[src/design/kwm_pkg.sv]
`timescale 1ns / 1ps
// ----------------------------------------------------------------------------
// kwm_pkg
// Shared types and codes for the k-way timestamp merge block.
// ----------------------------------------------------------------------------
package kwm_pkg;

    localparam logic [2:0] ACT_CLEAR = 3'd0;
    localparam logic [2:0] ACT_LOAD  = 3'd1;
    localparam logic [2:0] ACT_BUILD = 3'd2;
    localparam logic [2:0] ACT_NEXT  = 3'd3;
    localparam logic [2:0] ACT_SEEK  = 3'd4;

    localparam logic [1:0] STAT_OK   = 2'd0;
    localparam logic [1:0] STAT_EOF  = 2'd1;
    localparam logic [1:0] STAT_FULL = 2'd2;

    typedef struct packed {
        logic [2:0]         action;
        logic [2:0]         source_sel;
        logic signed [63:0] time_value;
        logic [63:0]        record_handle;
        logic [7:0]         tie_rank;
    } kwm_in_t;

    typedef struct packed {
        logic [1:0]         status;
        logic signed [63:0] out_time;
        logic [63:0]        out_handle;
    } kwm_out_t;

    // controller -> datapath
    typedef struct packed {
        logic latch;
        logic clear;
        logic load;
        logic bld_init;
        logic set_eof;
        logic scan_init;
        logic scan_step;
        logic emit_best;
        logic sel_best;
        logic rd_mid;
        logic append;
        logic src_inc;
        logic replace;
        logic remove;
        logic bs_init;
        logic bs_step;
        logic rp_max;
        logic emit;
    } kwm_cmd_t;

    // datapath -> controller
    typedef struct packed {
        logic [2:0] action;
        logic       heap_empty;
        logic       scan_done;
        logic       src_done;
        logic       has_next;
        logic       bs_done;
        logic       seek_stop;
        logic       out_busy;
    } kwm_sts_t;

endpackage

[src/design/kwm_ctrl.sv]
`timescale 1ns / 1ps
// ----------------------------------------------------------------------------
// kwm_ctrl
// Sequencer for the merge actions: build, next, seek and the single-step ones.
// ----------------------------------------------------------------------------
module kwm_ctrl import kwm_pkg::*; (
    input  logic     aclk,
    input  logic     aresetn,
    input  logic     s_valid,
    output logic     s_ready,
    input  kwm_sts_t sts,
    output kwm_cmd_t cmd
);

    typedef enum logic [17:0] {
        ST_IDLE    = 18'h00001,
        ST_DECODE  = 18'h00002,
        ST_BLD_CHK = 18'h00004,
        ST_BLD_WR  = 18'h00008,
        ST_SCAN    = 18'h00010,
        ST_NXT_TAK = 18'h00020,
        ST_NXT_CHK = 18'h00040,
        ST_NXT_WR  = 18'h00080,
        ST_SK_CHK  = 18'h00100,
        ST_BS_INIT = 18'h00200,
        ST_BS_CHK  = 18'h00400,
        ST_BS_CMP  = 18'h00800,
        ST_SK_PUSH = 18'h01000,
        ST_SK_WR   = 18'h02000,
        ST_SK_LOOP = 18'h04000,
        ST_RESP    = 18'h08000,
        ST_SPARE_A = 18'h10000,
        ST_SPARE_B = 18'h20000
    } state_t;

    state_t state_reg, state_next;

    assign s_ready = state_reg == ST_IDLE;

    always_comb begin
        cmd        = '0;
        state_next = state_reg;
        case (state_reg)
            ST_IDLE: begin
                if (s_valid) begin
                    cmd.latch  = 1'b1;
                    state_next = ST_DECODE;
                end
            end
            ST_DECODE: begin
                state_next = ST_RESP;
                case (sts.action)
                    ACT_CLEAR: cmd.clear = 1'b1;
                    ACT_LOAD:  cmd.load  = 1'b1;
                    ACT_BUILD: begin
                        cmd.bld_init = 1'b1;
                        state_next   = ST_BLD_CHK;
                    end
                    ACT_NEXT: begin
                        if (sts.heap_empty) begin
                            cmd.set_eof = 1'b1;
                        end else begin
                            cmd.scan_init = 1'b1;
                            state_next    = ST_SCAN;
                        end
                    end
                    ACT_SEEK: begin
                        if (!sts.heap_empty) begin
                            cmd.scan_init = 1'b1;
                            state_next    = ST_SCAN;
                        end
                    end
                    default: state_next = ST_RESP;
                endcase
            end
            ST_BLD_CHK: begin
                if (sts.src_done) state_next = ST_RESP;
                else if (sts.has_next) state_next = ST_BLD_WR;
                else cmd.src_inc = 1'b1;
            end
            ST_BLD_WR: begin
                cmd.append  = 1'b1;
                cmd.src_inc = 1'b1;
                state_next  = ST_BLD_CHK;
            end
            ST_SCAN: begin
                if (sts.scan_done) begin
                    state_next = (sts.action == ACT_NEXT) ? ST_NXT_TAK : ST_SK_CHK;
                end else begin
                    cmd.scan_step = 1'b1;
                end
            end
            ST_NXT_TAK: begin
                cmd.emit_best = 1'b1;
                cmd.sel_best  = 1'b1;
                state_next    = ST_NXT_CHK;
            end
            ST_NXT_CHK: begin
                if (sts.has_next) begin
                    state_next = ST_NXT_WR;
                end else begin
                    cmd.remove = 1'b1;
                    state_next = ST_RESP;
                end
            end
            ST_NXT_WR: begin
                cmd.replace = 1'b1;
                state_next  = ST_RESP;
            end
            ST_SK_CHK: begin
                if (sts.seek_stop) begin
                    state_next = ST_RESP;
                end else begin
                    cmd.remove   = 1'b1;
                    cmd.sel_best = 1'b1;
                    state_next   = ST_BS_INIT;
                end
            end
            ST_BS_INIT: begin
                cmd.bs_init = 1'b1;
                state_next  = ST_BS_CHK;
            end
            ST_BS_CHK: begin
                if (sts.bs_done) begin
                    cmd.rp_max = 1'b1;
                    state_next = ST_SK_PUSH;
                end else begin
                    cmd.rd_mid = 1'b1;
                    state_next = ST_BS_CMP;
                end
            end
            ST_BS_CMP: begin
                cmd.bs_step = 1'b1;
                state_next  = ST_BS_CHK;
            end
            ST_SK_PUSH: begin
                state_next = sts.has_next ? ST_SK_WR : ST_SK_LOOP;
            end
            ST_SK_WR: begin
                cmd.append = 1'b1;
                state_next = ST_SK_LOOP;
            end
            ST_SK_LOOP: begin
                if (sts.heap_empty) begin
                    state_next = ST_RESP;
                end else begin
                    cmd.scan_init = 1'b1;
                    state_next    = ST_SCAN;
                end
            end
            ST_RESP: begin
                if (!sts.out_busy) begin
                    cmd.emit   = 1'b1;
                    state_next = ST_IDLE;
                end
            end
            default: state_next = ST_IDLE;
        endcase
    end

    always_ff @(posedge aclk) begin
        if (!aresetn) state_reg <= ST_IDLE;
        else state_reg <= state_next;
    end

endmodule

[config.mk]
export PLATFORM = sky130hd
export DESIGN_NAME = kwm_ctrl
export DESIGN_NICKNAME = d
export VERILOG_FILES = /design/src/design/kwm_pkg.sv /design/src/design/kwm_ctrl.sv
export SDC_FILE = /design/constraint.sdc
export NUM_CORES = 1
export LEC_CHECK = 0
export ABC_AREA = 0
export BUFFER_PORTS_ARGS = -buffer_cell sky130_fd_sc_hd__buf_2
export CORE_UTILIZATION = 45
export CTS_CLUSTER_DIAMETER = 100
export DETAILED_ROUTE_END_ITERATION = 16
export GPL_TIMING_DRIVEN = 0
export PLACE_DENSITY = 0.75
export SLEW_MARGIN = 0
export SYNTH_ARGS = -nofsm -noshare
export SYNTH_HDL_FRONTEND = slang
export SYNTH_SLANG_ARGS = --single-unit
[constraint.sdc]
create_clock -name aclk -period 2 [get_ports aclk]
set_input_delay 0.3 -clock aclk [delete_from_list [all_inputs] [get_ports aclk]]
set_output_delay 0.3 -clock aclk [all_outputs]
set_load 0.01 [all_outputs]
Word-level counts from Yosys, hierarchy flattened --
Cells that the tools add are included.
Storage, ports and cells: input bits 13, word-level logic and storage cells 73, register bits after elaboration 18, output and inout port bits 19
Operators by class: muxes and demuxes 43, reductions and logical operators 5, equal/unequal tests 24
Operators by type and width (count):
- $pmux W18 S15 | 1
- $mux W18 | 5
- $mux W16 | 3
- $pmux W16 S2 | 1
- $mux W1 | 25
- $eq A18 B1 Y1 const B | 1
- $eq A18 B10 Y1 const B | 1
- $eq A18 B11 Y1 const B | 1
- $eq A18 B12 Y1 const B | 1
- $eq A18 B13 Y1 const B | 1
- $eq A18 B14 Y1 const B | 1
- $eq A18 B15 Y1 const B | 1
- $eq A18 B16 Y1 const B | 1
- $eq A18 B2 Y1 const B | 1
- $eq A18 B3 Y1 const B | 1
- $eq A18 B4 Y1 const B | 1
- $eq A18 B5 Y1 const B | 1
- $eq A18 B6 Y1 const B | 1
- $eq A18 B7 Y1 const B | 1
- $eq A18 B8 Y1 const B | 1
- $eq A18 B9 Y1 const B | 1
- $mux W15 | 1
- $mux W13 | 1
- $mux W9 | 1
- other kinds (10) | 18

Depth between registers and ports, before layout --
depth in word-level cells 4, depth in mapped cells 7

Worst setup path after synthesis --
OpenSTA, ideal clock, no wires.
path type register to output, start register state_reg[9], end output port cmd[17] (netlist name), arrival 1.725 ns, cell stages (with the launch flop) 8, path slack -0.025 ns, required time 1.700 ns, cells stage by stage dfxtp_1 -> buf_2 -> or4_1 -> buf_2 -> nor3_2 -> nand3_1 -> inv_1 -> and2_1
RTL lines:
- start: declaration | line kwm_ctrl.sv:36 | state_t state_reg, state_next;
- start signal: assignment | line kwm_ctrl.sv:163 | else state_reg <= state_next;
- end: declaration | line kwm_ctrl.sv:12 | output kwm_cmd_t cmd

==> results.txt <==
vias = 1630
Post-synth EDFFs = 0
max-cap violations = 0
Non-Filler Instances = 253
Syn Nets = 162
placer congestion estimate = 0.949
static leakage = 0.894 nW
Final setup viols = 25
Synth-to-Final Area Change = 73.8%
status = complete, but fails checks
Hold Startpoint = sts[2]
Via density = 6.44
CP Class = register to output pin
gr ovfl total = 0
die width = 53.1 um
antenna diode count = 0
worst path required time = 1.70 ns
final period utilization = 1.25
Iteration-0 DRC Markers = 101
vias in the first global route = 1522
number of clock sinks = 16
failing checks = setup timing
Sw Pwr = 0.000357 W
Netlist cell types = 45
full die area = 0.00282 mm^2
R2R Path Start = state_reg[13]
CTS Buf Count = 3
first drt pass iteration count = 5
ys async rst share = 0
Power Density = 489 mW/mm^2
RSZ-0062 raised after global routing = true
num ports = 32
largest net degree at the start of global routing = 11
Int Pwr = 0.000640 W
H-tree depth = 1
I/O Buffers = 30
Core ar. = 0.00248 mm^2
CP endpoint kind = output pin
routed length per instance = 21.9 um
initial antenna violation count = 0
syn avg cell area = 7.88 um^2
worst vdd ir = 0.586 mV
critical-path maximum fanout = 4
CTS tree = yes
Post-Syn Area = 0.00117 mm^2
Ys Warns = 0
Setup Skew = 0.00631 ns
Worst Max-Slew Pin Slew = 0.530 ns
Seq/Total Area, Yosys = 0.273
Hold Vio Cnt, Final = 0
crit start category = register
final wirelength = 5530 um
Power, Total = 0.000998 W
Tot GR Track Use = 0.368
Period minus WS final = 2.51 ns
Post-DP HPWL = 2430 um
# rows = 18
chip height = 53.1 um
Residual DRC = 0
Flop pwr share = 0.341
Worst slew margin = 0.644
initial core utilization = 0.474
# placed instances = 209
first-pass GRT wire length = 7230 um
FMAX = 399 MHz
Clock power frac = 0.232
max reg flops = 16
clock root buffer = clkbuf_4
Mapped Cells = 149
flops & latches, synth = 16
CP startpoint = state_reg[13]
post-route setup slack = -0.506 ns
Slew Limit Fails = 0
HP Class = primary input to register
combinational power share = 0.427
Antenna Violating Nets Remaining = 0
pre-CTS setup slack = -0.256 ns
Reg clk slew, reported paths = 0.10 ns
Final Util = 0.823
clock latency on the worst-skew pair = 0.31 ns
ratio of cells with drive above 1 in the final layout = 0.596
Top FF cell, synth = dfxtp_1
# nets final = 237
Critical Path AT = 2.21 ns
Longest Clk Path Bufs = 2
Fin Hold WS = 0.186 ns
switching power share of the total = 0.358
-- cell type report --
class	instances	area, um^2
buffer	3	35.0
clock buffer	4	36.3
fill	149	438
inverter	3	11.3
multi-input combinational	121	988
sequential	16	350
tap	30	37.5
timing repair buffer	76	581
-- cell families after synthesis --
group	share of synthesized area
buffers and inverters	0.0586
DFF	0.273
xor gates and xnor gates	0.0224
and+or+nand+nor	0.504
AOI/OAI and AO/OA	0.142
-- worst max-delay path, stage by stage, from the launching register on --
cell,delay (ns)
dfxtp_4,0.36
or4_4,0.54
buf_6,0.15
buf_4,0.14
nor3_4,0.20
nand3_2,0.14
inv_2,0.12
and2_1,0.13
buf_2,0.12
-- final timing paths --
path	end	cells after the start	slack (ns)
max	cmd[17]	8	-0.51
min	state_reg[11]	2	0.19
max reg2reg	state_reg[0]	9	-0.39
min reg2reg	state_reg[7]	3	0.70
-- cell usage after synthesis (3+ instances only) --
cell type,instances,area [um^2]
nor4_2,3,37.5
nand3_1,3,15.0
o21ai_0,3,15.0
nand2_1,13,48.8
dfxtp_1,16,320
or4_1,4,30.0
and2_1,3,18.8
o21a_1,5,37.5
inv_1,3,11.3
nor4b_1,4,35.0
nor2_1,21,78.8
a21oi_1,3,15.0
and4b_1,3,30.0
buf_2,4,20.0
or4b_2,5,50.1
nor3_1,10,50.1
nor4_1,5,31.3
-- through the flow --
step	area [um^2]	TNS [ns]
6_report	2040	-8.11
3_5_place_dp	1380	-2.10
4_1_cts	1940	-5.92
5_1_grt	2040	-9.79
2_1_floorplan	1190	0
3_3_place_gp	1380	-1.92
-- per-layer routing --
metal,track usage,wire (um)
met5,0,0
met4,0.272,308
met3,0.0718,555
met2,0.620,2670
met1,0.404,1990
-- what timing repair did --
action                                  in CTS  in global routing
setup buffers                               33                 19
hold buffers                                 0                  0
pin swaps                                   27                 22
endpoints found under the setup margin      21                 26
gates resized for setup                     72                 18
-- power groups by stage --
stage | logic [W] | registers (W) | clock network, W
2_1_floorplan | 0.000151 | 0.000348 | 0
3_3_place_gp | 0.000207 | 0.000350 | 0
3_5_place_dp | 0.000212 | 0.000351 | 0
4_1_cts | 0.000342 | 0.000336 | 0.000230
5_1_grt | 0.000446 | 0.000341 | 0.000253
6_report | 0.000426 | 0.000340 | 0.000231
-- placed cells by master (no fill, tap or decap), drive strengths merged, types with 2 or more instances in the layout --
cell type and count:
and4b 3, or4 5, or4b 5, o21bai 2, nor2 22, o21ai 3, nand4 2, and4 2
nand3 3, dfxtp 16, nor3b 2, and2 3, nand3b 2, o32ai 2, o31ai 2, nand2b 2
nand2 13, nor3 12, a21oi 3, buf 78, clkbuf 5, nor4b 4, a221o 2, nor4 8
nand4b 2, o21a 5, inv 3, xor2 2
Note: power is estimated with default switching activity, not from simulation.
